## config.mk

```make
export PLATFORM = sky130hd
export DESIGN_NAME = sct_out
export DESIGN_NICKNAME = d
export VERILOG_FILES = /design/src/rtl/core/sine_cosine_taylor_core_defines.svh /design/src/rtl/core/sct_pkg.sv /design/src/rtl/core/sct_out.sv
export SDC_FILE = /design/constraint.sdc
export NUM_CORES = 1
export LEC_CHECK = 0
export ABC_AREA = 0
export ABC_CLOCK_PERIOD_IN_PS = 12800
export BUFFER_PORTS_ARGS = -buffer_cell sky130_fd_sc_hd__buf_2
export CAP_MARGIN = 10
export CORE_MARGIN = 3
export CORE_UTILIZATION = 25
export CTS_CLUSTER_DIAMETER = 50
export CTS_CLUSTER_SIZE = 12
export DETAILED_ROUTE_END_ITERATION = 10
export GPL_ROUTABILITY_DRIVEN = 0
export MAX_ROUTING_LAYER = met4
export SKIP_CTS_REPAIR_TIMING = 1
export SLEW_MARGIN = 20
export SYNTH_ARGS = -nofsm -noshare
export SYNTH_HDL_FRONTEND = slang
export SYNTH_SLANG_ARGS = --single-unit
```

## constraint.sdc

```tcl
create_clock -name clock -period 12.8 [get_ports clock]
set_input_delay 1.28 -clock clock [delete_from_list [all_inputs] [get_ports clock]]
set_output_delay 1.28 -clock clock [all_outputs]
set_load 0.005 [all_outputs]
```

## src/rtl/core/sine_cosine_taylor_core_defines.svh

```systemverilog
// Assertion macros used by the core's top-level RTL file.
`ifndef SINE_COSINE_TAYLOR_CORE_DEFINES_SVH
`define SINE_COSINE_TAYLOR_CORE_DEFINES_SVH

// Same-cycle implication, disabled during reset.
`define SCT_ASSERT_NOW(label, clk, rst, ante, cons, msg) \
   label: assert property (@(posedge clk) disable iff (rst) (ante) |-> (cons)) \
      else $error(msg);

// Next-cycle implication, disabled during reset.
`define SCT_ASSERT_NEXT(label, clk, rst, ante, cons, msg) \
   label: assert property (@(posedge clk) disable iff (rst) (ante) |=> (cons)) \
      else $error(msg);

`endif

```

## src/rtl/core/sct_pkg.sv

```systemverilog
package sct_pkg;

   localparam int ANGLE_W   = 32;
   localparam int RED_W     = 31;
   localparam int X2_W      = 34;
   localparam int MAG_W     = 33;
   localparam int F_W       = 33;
   localparam int SUM_W     = 36;
   localparam int RECIP_W   = 30;
   localparam int VALUE_W   = 32;
   localparam int STEP_IDX_W = 4;
   localparam int MAX_STEPS = 16;
   localparam int Q30_SHIFT = 30;

   // pi and 2*pi in Q3.28, widened by one bit for the reduction arithmetic
   localparam logic signed [ANGLE_W:0] PI_Q28     = 33'sd843314857;
   localparam logic signed [ANGLE_W:0] TWO_PI_Q28 = 33'sd1686629713;

   localparam logic signed [SUM_W-1:0]   ONE_SUM   = 36'sd1073741824;
   localparam logic [MAG_W-1:0]          ONE_MAG   = 33'd1073741824;
   localparam logic signed [VALUE_W-1:0] VALUE_MAX = 32'sh4000_0000;
   localparam logic signed [VALUE_W-1:0] VALUE_MIN = 32'shC000_0000;

   typedef enum logic {
      KIND_SINE   = 1'b0,
      KIND_COSINE = 1'b1
   } kind_type;

   typedef struct packed {
      kind_type                  kind;
      logic signed [RED_W-1:0]   angle;
   } sct_red_type;

   typedef struct packed {
      kind_type                  kind;
      logic [X2_W-1:0]           x2;
      logic                      term_neg;
      logic [MAG_W-1:0]          term_mag;
      logic [F_W-1:0]            f;
      logic signed [SUM_W-1:0]   sum;
   } sct_stage_type;

   // round(2^30 / (k*(k+1))), k = 2i for sine; entry 0 unused
   localparam logic [RECIP_W-1:0] RECIP_SIN [0:MAX_STEPS-1] = '{
      30'd0,        30'd178956971, 30'd53687091, 30'd25565282,
      30'd14913081, 30'd9761289,   30'd6882960,  30'd5113056,
      30'd3947580,  30'd3139596,   30'd2556528,  30'd2122019,
      30'd1789570,  30'd1529547,   30'd1322342,  30'd1154561
   };

   // same with k = 2i-1 for cosine
   localparam logic [RECIP_W-1:0] RECIP_COS [0:MAX_STEPS-1] = '{
      30'd0,        30'd536870912, 30'd89478485, 30'd35791394,
      30'd19173961, 30'd11930465,  30'd8134408,  30'd5899680,
      30'd4473924,  30'd3508960,   30'd2825636,  30'd2324117,
      30'd1945184,  30'd1651910,   30'd1420293,  30'd1234186
   };

   function automatic logic [RECIP_W-1:0] sct_recip(kind_type kind,
                                                    logic [STEP_IDX_W-1:0] step);
      return (kind == KIND_COSINE) ? RECIP_COS[step] : RECIP_SIN[step];
   endfunction

   // signed value of a sign-magnitude term
   function automatic logic signed [SUM_W-1:0] sct_term_value(logic neg,
                                                              logic [MAG_W-1:0] mag);
      logic signed [SUM_W-1:0] wide;
      wide = $signed(SUM_W'(mag));
      return neg ? -wide : wide;
   endfunction

endpackage

```

## src/rtl/core/sct_out.sv

```systemverilog
module sct_out (
   input  logic                   clock,
   input  logic                   reset,
   input  logic                   advance,
   input  logic                   prev_valid,
   input  sct_pkg::sct_stage_type prev_data,
   output logic                   stage_valid,
   output logic [31:0]            stage_value
);
   import sct_pkg::*;

   logic                    valid_ff;
   logic [VALUE_W-1:0]      value_ff;
   logic [VALUE_W-1:0]      value_in;
   logic signed [SUM_W-1:0] total;

   assign total = prev_data.sum + sct_term_value(prev_data.term_neg, prev_data.term_mag);

   // clamp to plus or minus one
   always_comb begin
      if (total > ONE_SUM) begin
         value_in = VALUE_MAX;
      end else if (total < -ONE_SUM) begin
         value_in = VALUE_MIN;
      end else begin
         value_in = total[VALUE_W-1:0];
      end
   end

   always_ff @(posedge clock) begin
      if (reset) begin
         valid_ff <= 1'b0;
      end else if (advance) begin
         valid_ff <= prev_valid;
      end
   end

   always_ff @(posedge clock) begin
      if (advance && prev_valid) begin
         value_ff <= value_in;
      end
   end

   assign stage_valid = valid_ff;
   assign stage_value = value_ff;

endmodule

```

---- Yosys cells after proc, flatten, opt, wreduce, memory -nomap -nowiden ----
Index checks and enable logic that the tools add are counted.
operators by class
  $add $sub $neg .......................... 2
  order comparisons ....................... 2
  multiplexer cells ....................... 2
  reductions and logical operators ........ 2
operators by type and width
  operator                                                          count
  adder 36 bit                                                      1
  greater-than comparator 36 x 32 -> 1 bit (second input constant)  1
  less-than comparator 36 x 31 -> 1 bit (second input constant)     1
  2-to-1 mux 36 bit                                                 1
  negation 33 -> 36 bit                                             1
  2-to-1 mux 32 bit                                                 1
  OR reduction 2 bit                                                1
  logical AND 1 bit                                                 1
storage, ports and cells
  flip-flop bits (word level) ............. 33
  logic and storage cells ................. 11

---- Longest topological paths before layout ----
Gate-level depths: netlist of the first run.
  word-level depth ........................ 5
  depth in mapped cells ................... 22
  mapped depth without buffers ............ 20

---- Worst setup path before layout of the first run ----
No wires, ideal clock.
  path kind ............................... input to register
  start ................................... in prev_data[79] (netlist bit)
  end ..................................... reg value_ff[12] (netlist: stage_value[12]), data pin
  setup time .............................. 0.158 ns
  data arrival time ....................... 6.223 ns
  required time ........................... 12.642 ns
  setup slack ............................. 6.419 ns
  cell stages on the path ................. 19
  path through ............................ or4_1 > or3_1 > or3_1 > or3_1 > clkbuf_1 > o41ai_1 > xnor2_1 > ha_1 > clkbuf_1 > and2_1 > nand3_1 > a2111oi_0 > nor2_1 > o31ai_1 > xor2_1 > nor4b_2 > nand4_1 > buf_2 > a211oi_2
on the way
  longest elaborated chain between the ends .. 5
  elaborated cells on any way between the ends .. 6
  classes of those cells .................. 2 x add/sub; 2 x order compare; 1 x mux; 1 x reduce/logical
RTL lines
  element                                                                                                   line                          RTL
  from (decl)                                                                                               sct_out.sv:6                  input sct_pkg::sct_stage_type prev_data,
  negation 33 -> 36 bit                                                                                     sct_pkg.sv:69                 return neg ? -wide : wide;
  2-to-1 mux 36 bit (*)                                                                                     sct_pkg.sv:69
  adder 36 bit (*)                                                                                          sct_out.sv:17                 assign total = prev_data.sum + sct_term_value(prev_data.term_neg, prev_data.term_mag);
  greater-than comparator 36 x 32 -> 1 bit / less-than comparator 36 x 31 -> 1 bit (equally long branches)  sct_out.sv:21, sct_out.sv:23
  OR reduction 2 bit (no line)                                                                              --
  to (signal assigned)                                                                                      sct_out.sv:40                 value_ff <= value_in;
  to (decl)                                                                                                 sct_out.sv:13                 logic [VALUE_W-1:0] value_ff;
Every way passes the cells marked *; elsewhere a longest branch is shown, timed or not.
A chain may end at the register's enable or synchronous reset.

---- Worst setup path after layout of the first run ----
Same ends and word-level chain as after synthesis.

==> results by group, run 1 <==
Outcome
  – Status: completed

Routing
  – Final wirelength: 12200 µm
  – Final ANT Viol Nets: 0
  – WL per Instance: 14.7 µm
  – Post-DR vias/cell: 4.93
  – Via count: 4074
  – DR iter-0 viols: 167
  – Drc violations: 0
  – Pre-antenna DRT Iters: 4

Clock tree
  – Clk sinks: 33
  – Clock Root Buffer: clkbuf_16
  – H-tree depth: 2
  – Clk_lat worst skew: 270 ps
  – Maximum clock path buffer count: 2
  – Num CTS Buffers: 5
  – Clock transition at the registers of the reported paths: 50 ps
  – CTS tree: done

Synthesis
  – Post-synth EDFFs: 32
  – Synth Area in Adders: 11.0%
  – Post-synth top area cell: edfxtp_1
  – Synth top area share: 22.4%
  – Register area share after synthesis: 22.9%
  – Simple-gate area share of the yosys netlist: 22.0%
  – Biggest area contributors in the synthesized netlist: edfxtp_1 22%, ha_1 11%, xnor2_1 9.4%
  – Synth Area in Compound Gates: 28.5%
  – Seq cells post-synth: 33
  – Cell variety after synth: 69
  – Post-Syn Instances: 514
  – XOR/XNOR share of the synthesized area: 11.6%
  – Main combinational cell family by area after synthesis: compound AO/OA/AOI/OAI gates
  – Mapped Nets: 693
  – Ys flop type: edfxtp_1
  – Multiplexer fraction of the synthesized cell area: 0.759%
  – Synth warn: 0
  – Post-synth ARST share: 0%
  – Synthesized area: 4290 µm²
  – Synthesized area per cell: 8.34 µm²

Critical path
  – Nature of the critical path endpoint: flip-flop
  – Reg2Reg Setup Slack: 12230 ps
  – WP data arrival: 7310 ps
  – Worst EP required: 12880 ps
  – Critical Path Fanout Max: 21
  – Critical path launch point type: input pin
  – Critical path type: in2reg

Cells and area
  – Antenna Cells: 0
  – Nets: 784
  – Synth-to-Final Area Change: 19.9%
  – FILL cells: 1858
  – Layout cells sized above 1: 21.9%
  – Post-Layout Inst Area: 5140 µm²

Place
  – Pre-CTS WS: 5180 ps
  – HPWL after DPL: 10400 µm
  – DP Area: 4990 µm²
  – Port Buffers: 106

Timing
  – Worst slew pin tran: 818 ps
  – Worst Skew: 0 ps
  – Crit path time final: 7230 ps
  – Slew Viols, Final: 0
  – Final setup viols: 0
  – Achievable Freq: 138 MHz
  – Final Hold Fails: 0
  – Worst setup margin: 5570 ps
  – Crit share post-route: 56.5%
  – Hold Worst Slack: 488 ps
  – Slew headroom: 44.3%
  – RSZ-0062 raised after global routing: no
  – Post-Route Setup TNS: 0 ps

Global routing
  – First-pass GRT wire length: 20000 µm
  – Largest net degree at the start of global routing: 36
  – Vias in the first global route: 3961
  – Residual overflow from global routing: 0
  – Initial antenna violation count: 0
  – Total GRT Usage: 13.4%

Power and ir drop
  – Logic pwr share: 50.3%
  – Pint: 309 µW
  – Leakage: 0.00204 µW
  – Switch share: 37.9%
  – Sequential share of power: 26.1%
  – VDD IR-drop max: 0.0433 mV
  – Total power: 497 µW
  – NetSw: 188 µW
  – PwrDens: 96.7 nW/µm²
  – Clock share of power: 23.6%

Die
  – Core Rows: 47
  – Total die area: 18800 µm²
  – Die Y: 137 µm
  – Core Area: 16700 µm²
  – Die Wd: 137 µm
  – I/O pin total: 175
  – Initial Util: 25.7%

Job
  – Maxcap violations: 0

Worst hold path
  – Hold crit path type: reg2reg
[logic make-up after synthesis]
kind of cell | Yosys count
compound gates | 179
simple gates | 177
fa+ha+maj | 37
mux | 2
flops | 33
buf+inv | 32
xor+xnor | 54
[routing by layer]
metal / part of all wire [%] / GRT usage [%] / up-vias / wire [µm]
li1: - / - / 2157 / -
met1: 54 / 20.0 / 1820 / 6530
met2: 41 / 19.4 / 87 / 5030
met3: 4.2 / 1.62 / 10 / 512
met4: 0.77 / 2.77 / 0 / 94
met5: 0 / - / - / 0
[placed cells by master, fill, tap and decap left out, types with 4 or more instances in the layout]
cell,n
xnor2_1,46
nand2_1,42
nor2_1,33
edfxtp_1,32
inv_1,9
nand4_1,8
o21a_1,9
a211o_1,4
or2_2,4
a21oi_1,45
xor2_1,6
nor2b_1,5
nand3_1,14
o31ai_1,15
o21ai_1,5
o21ai_0,27
or4_1,6
and3_1,5
nor3_1,16
nand2b_1,8
and4_1,4
a21boi_1,11
or3_1,11
a211oi_1,6
a2111oi_0,4
nor4_1,6
a21o_1,14
clkbuf_16,5
ha_1,36
o41ai_1,4
and2_1,4
buf_2,106
[state kept, by name, summed over array words and instances (netlist names)]
name and cells:
stage_valid 1, stage_value 32
[worst paths after layout]
kind / startpoint / to / cells after the start
setup / recovery: prev_data[79] / stage_value[12] / 17
hold / removal: stage_valid / stage_valid / 2
setup reg to reg: stage_valid / stage_valid / 2
hold reg to reg: stage_valid / stage_valid / 2
[per-stage QoR]
step	util (%)	instances
floorplan	-	514
global route	30.8	826
CTS	30.8	826
finish	30.8	826
detailed placement	29.9	818
global placement	29.9	818
[critical path, stage by stage]
cell and delay (ps):
buf_2 110, or4_1 550, or3_1 370, or3_1 430, or3_1 440, o41ai_1 340, xnor2_1 130, ha_1 420
and2_1 200, nand3_1 130, a2111oi_0 640, nor2_1 160, o31ai_1 300, xor2_1 150, nor4b_2 460, nand4_1 730
a211oi_2 470
[area by class of cell]
class	instances	area (µm²)	area share, %
multi-input cells	449	3170	61.6
flip-flops and latches	33	981	19.1
repair buffers	107	538	10.5
well taps	220	275	5.35
clock buffers	8	146	2.85
inverters	9	33.8	0.657
[power groups by stage]
stage / clock, µW / combinational, µW / sequential, µW
detailed placement: 0 / 249 / 132
global placement: 0 / 248 / 132
finish: 117 / 250 / 130
global route: 127 / 281 / 130
floorplan: 0 / 182 / 133
CTS: 122 / 250 / 130
[synth_stat cells, drive strengths merged (3+ instances only)]
cell type,instances
o211a,3
o211ai,3
a211o,4
inv,9
or3,11
nor3,18
xnor2,47
nand3,14
or2,4
nor4,6
a211oi,8
nand2,42
a21boi,12
a21o,14
nor2b,5
and3,5
o21bai,3
and2,4
edfxtp,32
a21oi,45
ha,36
xor2,7
nor2,33
o21a,9
clkbuf,18
buf,5
or4,9
and4,5
o41ai,4
o21ba,3
nand2b,8
o31ai,16
o21ai,32
a2111oi,4
nand4,8
Power figures use the tool's default switching activity.
==> inputs of run 2 (changes only) <==
- ABC_CLOCK_PERIOD_IN_PS: 12800 -> 5800
- clock period: 12.8 -> 5.8 ns (I/O delays scaled with it)
==> run 2 against run 1 <==
  * Worst hold slack got worse by 37 ps
  * Combinational power increased to 2.6 times the previous value
  * Clock power up 110%
  * Critical endpoint is now stage_value[11]
  * Highest routed layer unchanged
==> results by group, run 2 (synthesis results as in run 1) <==
Global routing
  – Residual overflow from global routing: 0 (unchanged)
  – First-pass GRT wire length: 20400 µm (+2.2%)
  – Vias in the first global route: 4119 (+4.0%)
  – Largest net degree at the start of global routing: 36 (unchanged)
  – Total GRT Usage: 13.8% (+0.37 points)
  – Initial antenna violation count: 0 (unchanged)

Critical path
  – WP data arrival: 5620 ps (-1690 ps)
  – Worst Setup EP: stage_value[11]
  – Critical path type: in2reg
  – Slowest stage delay, CP: 530 ps (-200 ps)
  – Critical Path Fanout Max: 22 (+4.8%)
  – Nature of the critical path endpoint: flip-flop
  – Critical path launch point type: input pin
  – Worst reg2reg startpoint: stage_valid
  – Setup crit start: prev_data[79]
  – Reg-to-Reg End: stage_valid
  – Cells along the critical path: buf_2, or4_1, or3_1, or3_4, or3_4, or4_1, o21ai_1, xnor2_1, ha_1, a21oi_1, o21bai_1, a21oi_1, nor2_1, a221o_1, a211oi_1, and3_1, and4_4, mux2i_4, buf_12, a211oi_2
  – Crit-path slowest cell: or4_1
  – Reg2Reg Setup Slack: 5220 ps (-7010 ps)
  – Worst EP required: 5890 ps (-6990 ps)
  – Worst reg2reg path depth: 2 (unchanged)

Power and ir drop
  – NetSw: 450 µW (+140%)
  – Switch share: 37.8% (-0.099 points)
  – Clock share of power: 20.7% (-2.9 points)
  – Sequential share of power: 24.1% (-2.0 points)
  – VDD IR-drop max: 0.0876 mV (+100%)
  – PwrDens: 206 nW/µm² (+110%)
  – Pint: 741 µW (+140%)
  – Leakage: 0.00241 µW (+18%)
  – Logic pwr share: 55.2% (+4.9 points)

Job
  – Maxcap violations: 0 (unchanged)

Routing
  – WL per Instance: 14.1 µm (-4.1%)
  – Pre-antenna DRT Iters: 5 (+1)
  – Final ANT Viol Nets: 0 (unchanged)
  – DR iter-0 viols: 144 (-14%)
  – Drc violations: 0 (unchanged)
  – Post-DR vias/cell: 4.87 (-1.3%)
  – Via count: 4367 (+7.2%)
  – Final wirelength: 12700 µm (+4.2%)

Clock tree
  – CTS tree: done
  – Clk_lat worst skew: 280 ps (about the same)
  – Maximum clock path buffer count: 2 (unchanged)
  – Clk sinks: 33 (unchanged)
  – Clock Root Buffer: clkbuf_16
  – Num CTS Buffers: 5 (unchanged)
  – Clock transition at the registers of the reported paths: 50 ps (about the same)
  – H-tree depth: 2 (unchanged)

Die
  – Die Wd: 137 µm (unchanged)
  – Initial Util: 25.7% (unchanged)
  – Total die area: 18800 µm² (unchanged)
  – Die Y: 137 µm (unchanged)
  – I/O pin total: 175 (unchanged)
  – Core Rows: 47 (unchanged)
  – Core Area: 16700 µm² (unchanged)

Outcome
  – Status: completed

Cells and area
  – FILL cells: 1803 (-3.0%)
  – Most common cell after layout, fill and taps aside: buf_2
  – Reg area: 981 µm² (unchanged)
  – Commonest cells after routing, fill and taps aside: 106 x buf_2, 70 x buf_4, 46 x xnor2_1
  – Synth-to-Final Area Change: 35.1%
  – Antenna Cells: 0 (unchanged)
  – Layout cells sized above 1: 32.3% (+10 points)
  – Nets: 855 (+9.1%)
  – Footprint of the multi-input gates: 3270 µm² (+3.2%)
  – Non-Filler Instances: 897 (+8.6%)
  – Max reg flops: 32 (unchanged)

Timing
  – RSZ-0062 raised after global routing: no
  – Final Hold Fails: 0 (unchanged)
  – Achievable Freq: 181 MHz
  – Slew headroom: 48.8% (+4.4 points)
  – Slew Viols, Final: 0 (unchanged)
  – Final setup viols: 0 (unchanged)
  – Crit path time final: 5530 ps
  – Worst setup margin: 270 ps (-5300 ps)
  – Worst slew pin tran: 762 ps (-55.7 ps)
  – Crit share post-route: 95.3%
  – Worst Skew: 0 ps (unchanged)

Place
  – HPWL after DPL: 10900 µm (+5.0%)
  – Port Buffers: 106 (unchanged)
  – Pre-CTS WS: -227 ps (-5410 ps)
  – Placed cells: 889 (+8.7%)

Worst hold path
  – Hold crit path type: in2reg
[run 2: cell count changes in the layout (fill, tap and decap cells not counted), sizes merged]
cell	change
clkinv	+3
clkbuf	-3
buf	+71
[run 2: power by group through the flow]
stage | sequential, µW | combinational (µW) | clock, µW
3_3_place_gp | 292 | 633 | 0
5_1_grt | 289 | 732 | 262
3_5_place_dp | 292 | 638 | 0
4_1_cts | 287 | 641 | 254
2_1_floorplan | 294 | 401 | 0
6_report | 287 | 658 | 247
[run 2: final cells by class]
cell class | count | share of cell area, %
inverter | 9 | 0.583
tap | 220 | 4.75
clock buffer | 5 | 2.16
timing repair buffer | 178 | 18.9
clock inverter | 3 | 0.216
multi-input combinational | 449 | 56.4
sequential | 33 | 16.9
[run 2: worst min-delay path by stage]
stage | from | endpoint | slack (ps) | depth (start not counted)
2_1_floorplan | stage_valid | stage_valid | 480 | 2
3_3_place_gp | stage_valid | stage_valid | 470 | 2
3_5_place_dp | stage_valid | stage_valid | 490 | 2
4_1_cts | reset | stage_valid | 440 | 2
5_1_grt | reset | stage_valid | 450 | 2
6_report | reset | stage_valid | 450 | 2
[run 2: critical path, delay by kind of cell]
family / cells / cell delay [ps]
XOR/XNOR: 1 / 140
adder cells (fa/ha/maj): 1 / 280
buffers and inverters: 2 / 290
AND/OR/NAND/NOR: 8 / 2680
multiplexers: 1 / 110
AO/OA/AOI/OAI: 7 / 1530
[run 2: metal layers]
layer,up-vias,wire [µm],global-route usage (%)
li1,2293,-,-
met1,1953,6490,20.3
met2,111,5340,20.3
met3,10,714,1.69
met4,0,127,2.66
met5,-,0,-
[run 2: metrics by stage]
stage	power, µW	setup TNS, ps	hold slack (ps)	utilization (%)	instance area, µm²
2_1_floorplan	695	0	480	-	4290
3_3_place_gp	925	-4090	471	33.2	5550
3_5_place_dp	930	-4080	491	33.2	5550
4_1_cts	1180	0	445	34.1	5690
5_1_grt	1280	0	449	34.7	5790
6_report	1190	0	452	34.7	5790
==> inputs of run 3 (changes only) <==
- ABC_AREA: 0 -> 1
==> run 3 against run 2 <==
  * Sequential cell count did not move
  * Maximum frequency grew 13%
  * Non-clock buffer count fell by 71
  * Clock power grew 15%
  * Sequential power up 8.0%
  * Largest power group unchanged
==> results by group, run 3 <==
Synthesis
  – Post-synth ARST share: 0% (unchanged)
  – Post-synth EDFFs: 32 (unchanged)
  – Seq cells post-synth: 33 (unchanged)
  – Ys flop type: edfxtp_1
  – Biggest area contributors in the synthesized netlist: nand2_1 24%, edfxtp_1 19%, inv_1 11%
  – Post-Syn Instances: 873 (+70%)
  – Synth top area share: 23.8% (+1.4 points)
  – Synth warn: 0 (unchanged)
  – Mapped Nets: 1052 (+52%)
  – Synth cell count leaders: 325 x nand2_1, 146 x inv_1, 78 x nor2_1, 40 x nand3_1
  – Synthesized area per cell: 5.87 µm² (-30%)
  – Register area share after synthesis: 19.1% (-3.7 points)
  – Count leader, synth: nand2_1
  – Cell variety after synth: 36 (-48%)
  – Post-synth top area cell: nand2_1
  – Synthesized area: 5120 µm² (+20%)

Timing
  – Final setup viols: 0 (unchanged)
  – Crit share post-route: 84.1% (-11 points)
  – Post-Route Setup TNS: 0 ps (unchanged)
  – Slew Viols, Final: 0 (unchanged)
  – Worst Skew: 0 ps (unchanged)
  – Final Hold Fails: 0 (unchanged)
  – Slew headroom: 55.1% (+6.4 points)
  – Worst slew pin tran: 664 ps (-97.5 ps)
  – RSZ-0062 raised after global routing: no
  – Achievable Freq: 205 MHz (+13%)
  – Crit path time final: 4880 ps (-651 ps)

Routing
  – Pre-antenna DRT Iters: 5 (unchanged)
  – WL per Instance: 11.7 µm (-17%)
  – Top Layer Used: met4
  – Via count: 5208 (+19%)
  – Met2 wire length: 6210 µm (+16%)
  – Drc violations: 0 (unchanged)
  – Final wirelength: 14600 µm (+15%)
  – Metal3 WL: 557 µm (-22%)
  – Post-DR vias/cell: 4.18 (-14%)
  – Met1 wire length: 7620 µm (+17%)
  – Final ANT Viol Nets: 0 (unchanged)
  – DR iter-0 viols: 233 (+62%)

Power and ir drop
  – VDD IR-drop max: 0.0988 mV (+13%)
  – Leakage: 0.00324 µW (+34%)
  – PwrDens: 208 nW/µm² (+1.4%)
  – Total power: 1270 µW (+6.9%)

Cells and area
  – Max reg flops: 32 (unchanged)
  – Nets: 1160 (+36%)
  – Non-Filler Instances: 1247 (+39%)
  – Most common cell after layout, fill and taps aside: nand2_1
  – Antenna Cells: 0 (unchanged)
  – Fin util: 30.9% (-3.8 points)
  – Layout cells sized above 1: 19.7% (-13 points)
  – FILL cells: 2261 (+25%)
  – Commonest cells after routing, fill and taps aside: 325 x nand2_1, 145 x inv_1, 106 x buf_2
  – Synth-to-Final Area Change: 19.3%

Global routing
  – Vias in the first global route: 5041 (+22%)
  – Initial antenna violation count: 0 (unchanged)
  – First-pass GRT wire length: 23700 µm (+16%)
  – Largest net degree at the start of global routing: 33 (-8.3%)
  – Residual overflow from global routing: 0 (unchanged)
  – Total GRT Usage: 13.5% (-0.25 points)

Place
  – Port Buffers: 106 (unchanged)
  – HPWL after DPL: 13200 µm (+21%)
  – Placed cells: 1239 (+39%)

Clock tree
  – Clock Root Buffer: clkbuf_16
  – H-tree depth: 2 (unchanged)
  – Clk_lat worst skew: 270 ps (about the same)
  – Clk sinks: 33 (unchanged)
  – CTS tree: done
  – Maximum clock path buffer count: 2 (unchanged)
  – Num CTS Buffers: 5 (unchanged)
  – Clock transition at the registers of the reported paths: 50 ps (about the same)

Critical path
  – CP bufs+invs: 4 (+2)
  – WP data arrival: 5000 ps (-620 ps)
  – Slowest stage delay, CP: 580 ps (+50 ps)
  – Largest delay share family, worst path: simple AND/OR/NAND/NOR gates
  – Critical path type: in2reg
  – Nature of the critical path endpoint: flip-flop
  – Critical path launch point type: input pin
  – Worst EP required: 5920 ps (+30 ps)
  – Critical Path Fanout Max: 30 (+36%)
  – Crit-path slowest cell: o41ai_1
  – Most frequent CP cell: nand2_1

Worst hold path
  – Hold crit path type: reg2reg

Die
  – Initial Util: 25.9% (+0.23 points)
  – Core Area: 19800 µm² (+18%)
  – Die Wd: 149 µm (+8.9%)
  – Total die area: 22200 µm² (+19%)
  – Core Rows: 51 (+8.5%)
  – I/O pin total: 175 (unchanged)
  – Die Y: 149 µm (+8.9%)

Outcome
  – Status: completed

Job
  – Maxcap violations: 0 (unchanged)
## run 3: cell families after synthesis
family	count (synthesis)	synth area share (%)
AO/OA/AOI/OAI	45	5.10
XOR/XNOR	45	7.69
adder cells (fa/ha/maj)	37	9.18
buffers and inverters	174	13.2
flip-flops	33	19.1
AND/OR/NAND/NOR	539	45.7
## run 3: stage by stage
step	setup WS [ps]	area [µm²]	hold slack (ps)
3_3_place_gp	675	5950	439
2_1_floorplan	1820	5120	449
6_report	922	6110	453
3_5_place_dp	653	5950	449
4_1_cts	911	6110	453
5_1_grt	425	6110	460
## run 3: worst min-delay path, stage by stage, from the launching register on
cell	delay, ps
dfxtp_1	300
nand2_1	60
a21oi_1	50
## run 3: per-layer routing
metal / GRT usage, % / vias to the layer above
met4: 3.30 / 0
met1: 18.8 / 2176
met5: - / -
met2: 21.4 / 119
met3: 1.09 / 14
li1: - / 2899
## run 3: final cells by class
cell class              count  area, µm²  area share (%)
clock inverters             2       33.8           0.553
flip-flops and latches     33        981            16.1
multi-input cells         666       3470            56.7
well taps                 265        332            5.43
repair buffers            107        538            8.80
inverters                 168        631            10.3
clock buffers               6        129            2.11
## run 3: path summary, 6_finish.rpt
kind                                         to  slack (ps)          start  depth (start not counted)
worst max-delay path            stage_value[21]         920  prev_data[69]                         28
worst min-delay path                stage_valid         450    stage_valid                          2
worst max register to register      stage_valid        5250    stage_valid                          2
worst min register to register      stage_valid         450    stage_valid                          2
## run 3: power breakdown
group	switching, µW	internal (µW)
clock network	84.2	201
registers	7.06	303
logic	440	240
total	531	743
